[src/rtl/core/kiss_pkg.sv]
`timescale 1ns / 1ps
// kiss_pkg: shared types of the key/index stable sorter.
// No dependencies.
package kiss_pkg;

  localparam int unsigned KeyW = 32;
  localparam int unsigned IdxW = 6;

  typedef logic signed [KeyW-1:0] key_t;
  typedef logic [IdxW-1:0]        idx_t;

  typedef struct packed {
    logic valid;
    key_t key;
    idx_t idx;
  } cell_t;

  typedef struct packed {
    logic insert;
    logic shift_out;
  } cell_ctrl_t;

  typedef enum logic [1:0] {
    StLoad  = 2'b01,
    StDrain = 2'b10
  } state_e;

endpackage

[src/rtl/core/kiss_cell.sv]
`timescale 1ns / 1ps
// kiss_cell: one slot of the insertion chain, holds a (key, index) pair.
// Depends on kiss_pkg.
module kiss_cell (
  input  logic                clk_i,
  input  logic                rst_ni,
  input  kiss_pkg::cell_ctrl_t ctrl_i,
  input  kiss_pkg::key_t      new_key_i,
  input  kiss_pkg::idx_t      new_idx_i,
  input  kiss_pkg::cell_t     left_i,
  input  logic                left_lt_i,
  input  kiss_pkg::cell_t     right_i,
  output logic                lt_o,
  output kiss_pkg::cell_t     cell_o
);
  import kiss_pkg::*;

  cell_t cell_q, cell_d;

  // empty slots act as +infinity; equal keys do not displace
  assign lt_o   = !cell_q.valid || (new_key_i < cell_q.key);
  assign cell_o = cell_q;

  always_comb begin
    cell_d = cell_q;
    if (ctrl_i.shift_out) begin
      cell_d = right_i;
    end else if (ctrl_i.insert) begin
      if (left_lt_i) begin
        cell_d = left_i;
      end else if (lt_o) begin
        cell_d = '{valid: 1'b1, key: new_key_i, idx: new_idx_i};
      end
    end
  end

  always_ff @(posedge clk_i or negedge rst_ni) begin
    if (!rst_ni) begin
      cell_q <= '0;
    end else begin
      cell_q <= cell_d;
    end
  end

endmodule

[config.mk]
export PLATFORM = sky130hd
export DESIGN_NAME = kiss_cell
export DESIGN_NICKNAME = d
export VERILOG_FILES = /design/src/rtl/core/kiss_pkg.sv /design/src/rtl/core/kiss_cell.sv
export SDC_FILE = /design/constraint.sdc
export NUM_CORES = 1
export LEC_CHECK = 0
export ABC_AREA = 1
export CORE_MARGIN = 1
export CORE_UTILIZATION = 43
export DETAILED_ROUTE_END_ITERATION = 10
export DONT_BUFFER_PORTS = 1
export PLACE_DENSITY = 0.69
export REMOVE_ABC_BUFFERS = 1
export SLEW_MARGIN = 20
export SYNTH_ARGS = -nofsm -noshare
export SYNTH_HDL_FRONTEND = slang
export SYNTH_SLANG_ARGS = --single-unit
export TNS_END_PERCENT = 20
[constraint.sdc]
create_clock -name clk_i -period 3.19 [get_ports clk_i]
set_input_delay 0.4785 -clock clk_i [delete_from_list [all_inputs] [get_ports clk_i]]
set_output_delay 0.4785 -clock clk_i [all_outputs]
set_load 0.05 [all_outputs]
# Yosys cells after proc, flatten, opt, wreduce, memory -nomap -nowiden
# Cells that the tools add are included.
classes:
  reduce_logical: 5
  n_mux: 4
  magnitude_cmp: 1
op_table:
  columns: ["op", "count"]
  rows:
  - ["two-way mux 39 bit", 4]
  - ["less-than comparator 32 bit", 1]
  - ["nonzero test 3 bit", 1]
  - ["AND reduction 2 bit", 1]
  - ["nonzero test 2 bit", 1]
  - ["zero test 1 bit", 1]
  - ["logical OR 1 bit", 1]
totals:
  elab_cells: 13
  input_bits: 121
  reg_bits: 39
  output_inout_bits: 40

# Longest topological paths before layout
logic_depth:
  ltp_word: 6
  mapped_depth: 19

# Worst setup path after synthesis
# Ideal clock, no wire load.
synth_path:
  path_kind: "reg-to-output"
  startpoint: "register cell_q, in the netlist cell_o[37]"
  endpoint: "output port lt_o"
  arrival_time_ns: 2.100
  setup_slack_ns: 0.611
  required_ns: 2.711
  n_path_buf: 0
  path_stages_with_launch: 11
  cell_sequence: "dfrtp_1 > inv_1 > ha_1 > nand2_1 > nor2_2 > nand4_1 > nor4_2 > nand2_1 > nand2_1 > nand2_2 > nand3_1"
synth_between:
  elab_chain_len: 2
synth_lines:
  columns: ["element", "line_no", "text"]
  rows:
  - ["start: declaration", "kiss_cell.sv:18", "cell_t cell_q, cell_d;"]
  - ["start signal: assignment", "kiss_cell.sv:41", "cell_q <= cell_d;"]
  - ["less-than comparator 32 bit", "kiss_cell.sv:21", "assign lt_o = !cell_q.valid || (new_key_i < cell_q.key);"]
  - ["logical OR 1 bit", "kiss_cell.sv:21", null]
  - ["end: declaration", "kiss_cell.sv:13", "output logic lt_o,"]
# Every way passes these cells.

# Worst setup path after layout
layout_path:
  startpoint: "register cell_q, in the netlist cell_o[35]"
  endpoint: "output port lt_o"
# The elaborated chain is that of the path after synthesis.

==> results.yml <==
routing:
  number_of_nets_with_antenna_violations_after_detailed_routing: 0
  dr.first_iter.drc_count: 158
  wl_um: 8820
  via_count: 3193
  detail_route.drc_violations: 0
  drt_first_pass_iters: 4
  route.detailed.wl_per_inst_um: 14.9
  vias_per_std_cell: 5.39
global_routing:
  pin_count_of_the_biggest_net_entering_global_routing: 46
  grt_usage_pct: 22.7
  grt_pass1_vias: 2952
  antenna_found_initial: 0
  globalRoute.totalOverflow: 0
  grt_pass1_wl_um: 13500
synth:
  syn_avg_cell_area_um2: 6.60
  synthesis.instances: 479
  ys.warnings.count: 0
  syn-cell-area_mm2: 0.00316
  ys_ff_latch: 39
  netlist-cell-type-count: 25
  seq_area_frac_synth_pct: 30.9
layout:
  largest_register_ffs: 39
  layout_common_cells: "sky130_fd_sc_hd__nand2_1 (181), sky130_fd_sc_hd__nor2_1 (44), sky130_fd_sc_hd__inv_1 (41), sky130_fd_sc_hd__nand3_1 (41), sky130_fd_sc_hd__dfrtp_1 (39)"
  leading_cell_type_in_the_layout_fill_and_taps_excluded: "sky130_fd_sc_hd__nand2_1"
  ratio_of_cells_with_drive_above_1_in_the_final_layout_pct: 10.5
  num_antenna_cells: 0
  fillCellCount: 717
  area.growth.synth_to_final_pct: 11.4
  final_net_count: 647
clock_network:
  root_buffer: "sky130_fd_sc_hd__clkbuf_8"
  post_cts_resized: 0
  cts.sinks: 39
  tritoncts_clock_tree: "done"
  clk-insertion-delay-late_ps: 290
  clk_path_buf_depth: 2
  htreeDepth: 2
  cts_made_buffers: 5
  clk_pin_slew_ps: 80
sta:
  setup_total_negative_slack_ps: 0
  report.final.slew_viol_count: 0
  layout_worst_path_cycle_share_pct: 88.4
  period_needed_ps: 2820
  fmaxAchievable_ghz: 0.355
  fin_hold_ws_ps: 29.1
  max-slew-margin-rel_pct: 46.0
  worst_slew_pin_slew_ps: 811
  finalWorstSetupSlack_ps: 370
  rsz_0062_raised_after_global_routing: "false"
  hold_viol_final: 0
  final.setup_skew_ps: 6.26
  setup_viol_count_final: 0
setup_path:
  worst_setup_path_end_kind: "output pin"
  cp_max_fo: 3
  depth_of_the_worst_register_to_register_path: 13
  cp-start-kind: "flop"
  rr_endpoint: "cell_o[24]"
  worstPathArrival_ps: 2340
  critPathKind: "flop to output pin"
  crit_required_ps: 2710
  critical_r2r_launch: "cell_o[35]"
  ff2ff_setup_slack_ps: 580
  critPathLaunch: "cell_o[35]"
power_and_ir_drop:
  power_leakage_nw: 1.90
  swShare_pct: 46.0
  p_int_uw: 981
  finalPower_mw: 1.82
  vdd_drop_max_uv: 191
  power.share.combinational_pct: 45.1
  power_frac_clock_pct: 18.1
  seqPwrFrac_pct: 36.8
  switching_power_uw: 837
  power_density_mw_per_mm2: 516
floorplanning:
  die_width_um: 87.8
  fp.coreArea_mm2: 0.00694
  effective_utilization_at_floorplan_pct: 45.5
  fp-row-count: 30
  io_pins: 161
  floorplan_die_area_mm2: 0.00770
  dieHeight_um: 87.8
place:
  place.gp.congestion: 0.806
  portBuffers: 0
  post-dp-hpwl_um: 6550
  placement.setup.worst_slack_ps: 583
hold_path:
  min_path_type: "primary input to asynchronous set/reset pin"
status:
  run_status: "finished, final reports clean"
flow_run:
  maxcap_viol_count: 0
layer usage:
metal / track usage, % / vias up / routed length (um)
met1: 25.2 / 1467 / 3650
met4: 4.02 / 0 / 36
met5: 0 / - / 0
met3: 6.03 / 4 / 671
met2: 43.6 / 135 / 4470
li1: - / 1587 / -
Yosys cell counts:
| cell type | count | area, um2 |
|---|---|---|
| sky130_fd_sc_hd__a211oi_1 | 1 | 7.51 |
| sky130_fd_sc_hd__a21oi_1 | 15 | 75.1 |
| sky130_fd_sc_hd__a31oi_1 | 37 | 231 |
| sky130_fd_sc_hd__buf_1 | 1 | 3.75 |
| sky130_fd_sc_hd__buf_2 | 4 | 20.0 |
| sky130_fd_sc_hd__buf_4 | 1 | 7.51 |
| sky130_fd_sc_hd__buf_6 | 3 | 33.8 |
| sky130_fd_sc_hd__clkbuf_1 | 20 | 75.1 |
| sky130_fd_sc_hd__dfrtp_1 | 39 | 976 |
| sky130_fd_sc_hd__ha_1 | 31 | 388 |
| sky130_fd_sc_hd__inv_1 | 42 | 158 |
| sky130_fd_sc_hd__nand2_1 | 181 | 679 |
| sky130_fd_sc_hd__nand2_2 | 2 | 12.5 |
| sky130_fd_sc_hd__nand3_1 | 41 | 205 |
| sky130_fd_sc_hd__nand3_2 | 1 | 10.0 |
| sky130_fd_sc_hd__nand4_1 | 2 | 12.5 |
| sky130_fd_sc_hd__nand4_4 | 1 | 21.3 |
| sky130_fd_sc_hd__nor2_1 | 44 | 165 |
| sky130_fd_sc_hd__nor2_2 | 1 | 6.26 |
| sky130_fd_sc_hd__nor3_1 | 3 | 15.0 |
| sky130_fd_sc_hd__nor4_2 | 1 | 12.5 |
| sky130_fd_sc_hd__o211ai_1 | 1 | 7.51 |
| sky130_fd_sc_hd__o21a_1 | 1 | 7.51 |
| sky130_fd_sc_hd__o21ai_0 | 5 | 25.0 |
| sky130_fd_sc_hd__or2_2 | 1 | 6.26 |
worst max-delay path: stages (launching register included):
cell and delay, ps:
sky130_fd_sc_hd__dfrtp_1 330, sky130_fd_sc_hd__buf_4 200, sky130_fd_sc_hd__inv_1 60, sky130_fd_sc_hd__ha_1 290
sky130_fd_sc_hd__nand2_1 70, sky130_fd_sc_hd__nor2_2 110, sky130_fd_sc_hd__nand4_1 160, sky130_fd_sc_hd__nor4_2 240
sky130_fd_sc_hd__nand2_1 130, sky130_fd_sc_hd__nand2_1 90, sky130_fd_sc_hd__nand2_2 70, sky130_fd_sc_hd__nand3_1 90
sky130_fd_sc_hd__buf_4 220
what timing repair did:
item / in CTS / in global routing
hold endpoints to repair: 39 / 0
setup endpoints to repair: 0 / 0
hold buffers: 1 / 0
buffers inserted: 0 / 0
power groups by stage:
| stage | sequential [mW] | clock (mW) | combinational (mW) |
|---|---|---|---|
| floorplan | 0.916 | 0 | 0.349 |
| global placement | 0.678 | 0 | 0.792 |
| detailed placement | 0.680 | 0 | 0.812 |
| CTS | 0.671 | 0.339 | 0.829 |
| global route | 0.677 | 0.366 | 0.906 |
| finish | 0.669 | 0.328 | 0.820 |
worst max path at each step:
| stage | to | cells after the start |
|---|---|---|
| floorplan | cell_o[0] | 12 |
| global placement | cell_o[21] | 13 |
| detailed placement | cell_o[24] | 11 |
| CTS | lt_o | 12 |
| global route | lt_o | 12 |
| finish | lt_o | 12 |
layout make-up:
class                      instances  area [um2]  share of cell area [%]
multi-input combinational        369        1890                    53.6
sequential                        39         976                    27.7
timing repair buffer              38         298                    8.46
inverter                          42         158                    4.48
tap                               96         120                    3.41
clock buffer                       7        76.3                    2.17
clock inverter                     1        5.00                   0.142
cells by family after synthesis:
logic type               count (synthesis)  synth area share (%)
adder cells (fa/ha/maj)                 31                  12.3
AO/OA/AOI/OAI                           60                  11.2
buffers and inverters                   71                  9.42
flip-flops                              39                  30.9
AND/OR/NAND/NOR                        278                  36.2
per-stage QoR:
step | cells | cell area (um2) | utilization [%]
finish | 592 | 3520 | 50.7
global placement | 583 | 3420 | 49.2
floorplan | 450 | 3020 | -
global route | 592 | 3520 | 50.7
CTS | 592 | 3520 | 50.7
detailed placement | 583 | 3420 | 49.2
(Power assumes the default switching activity.)
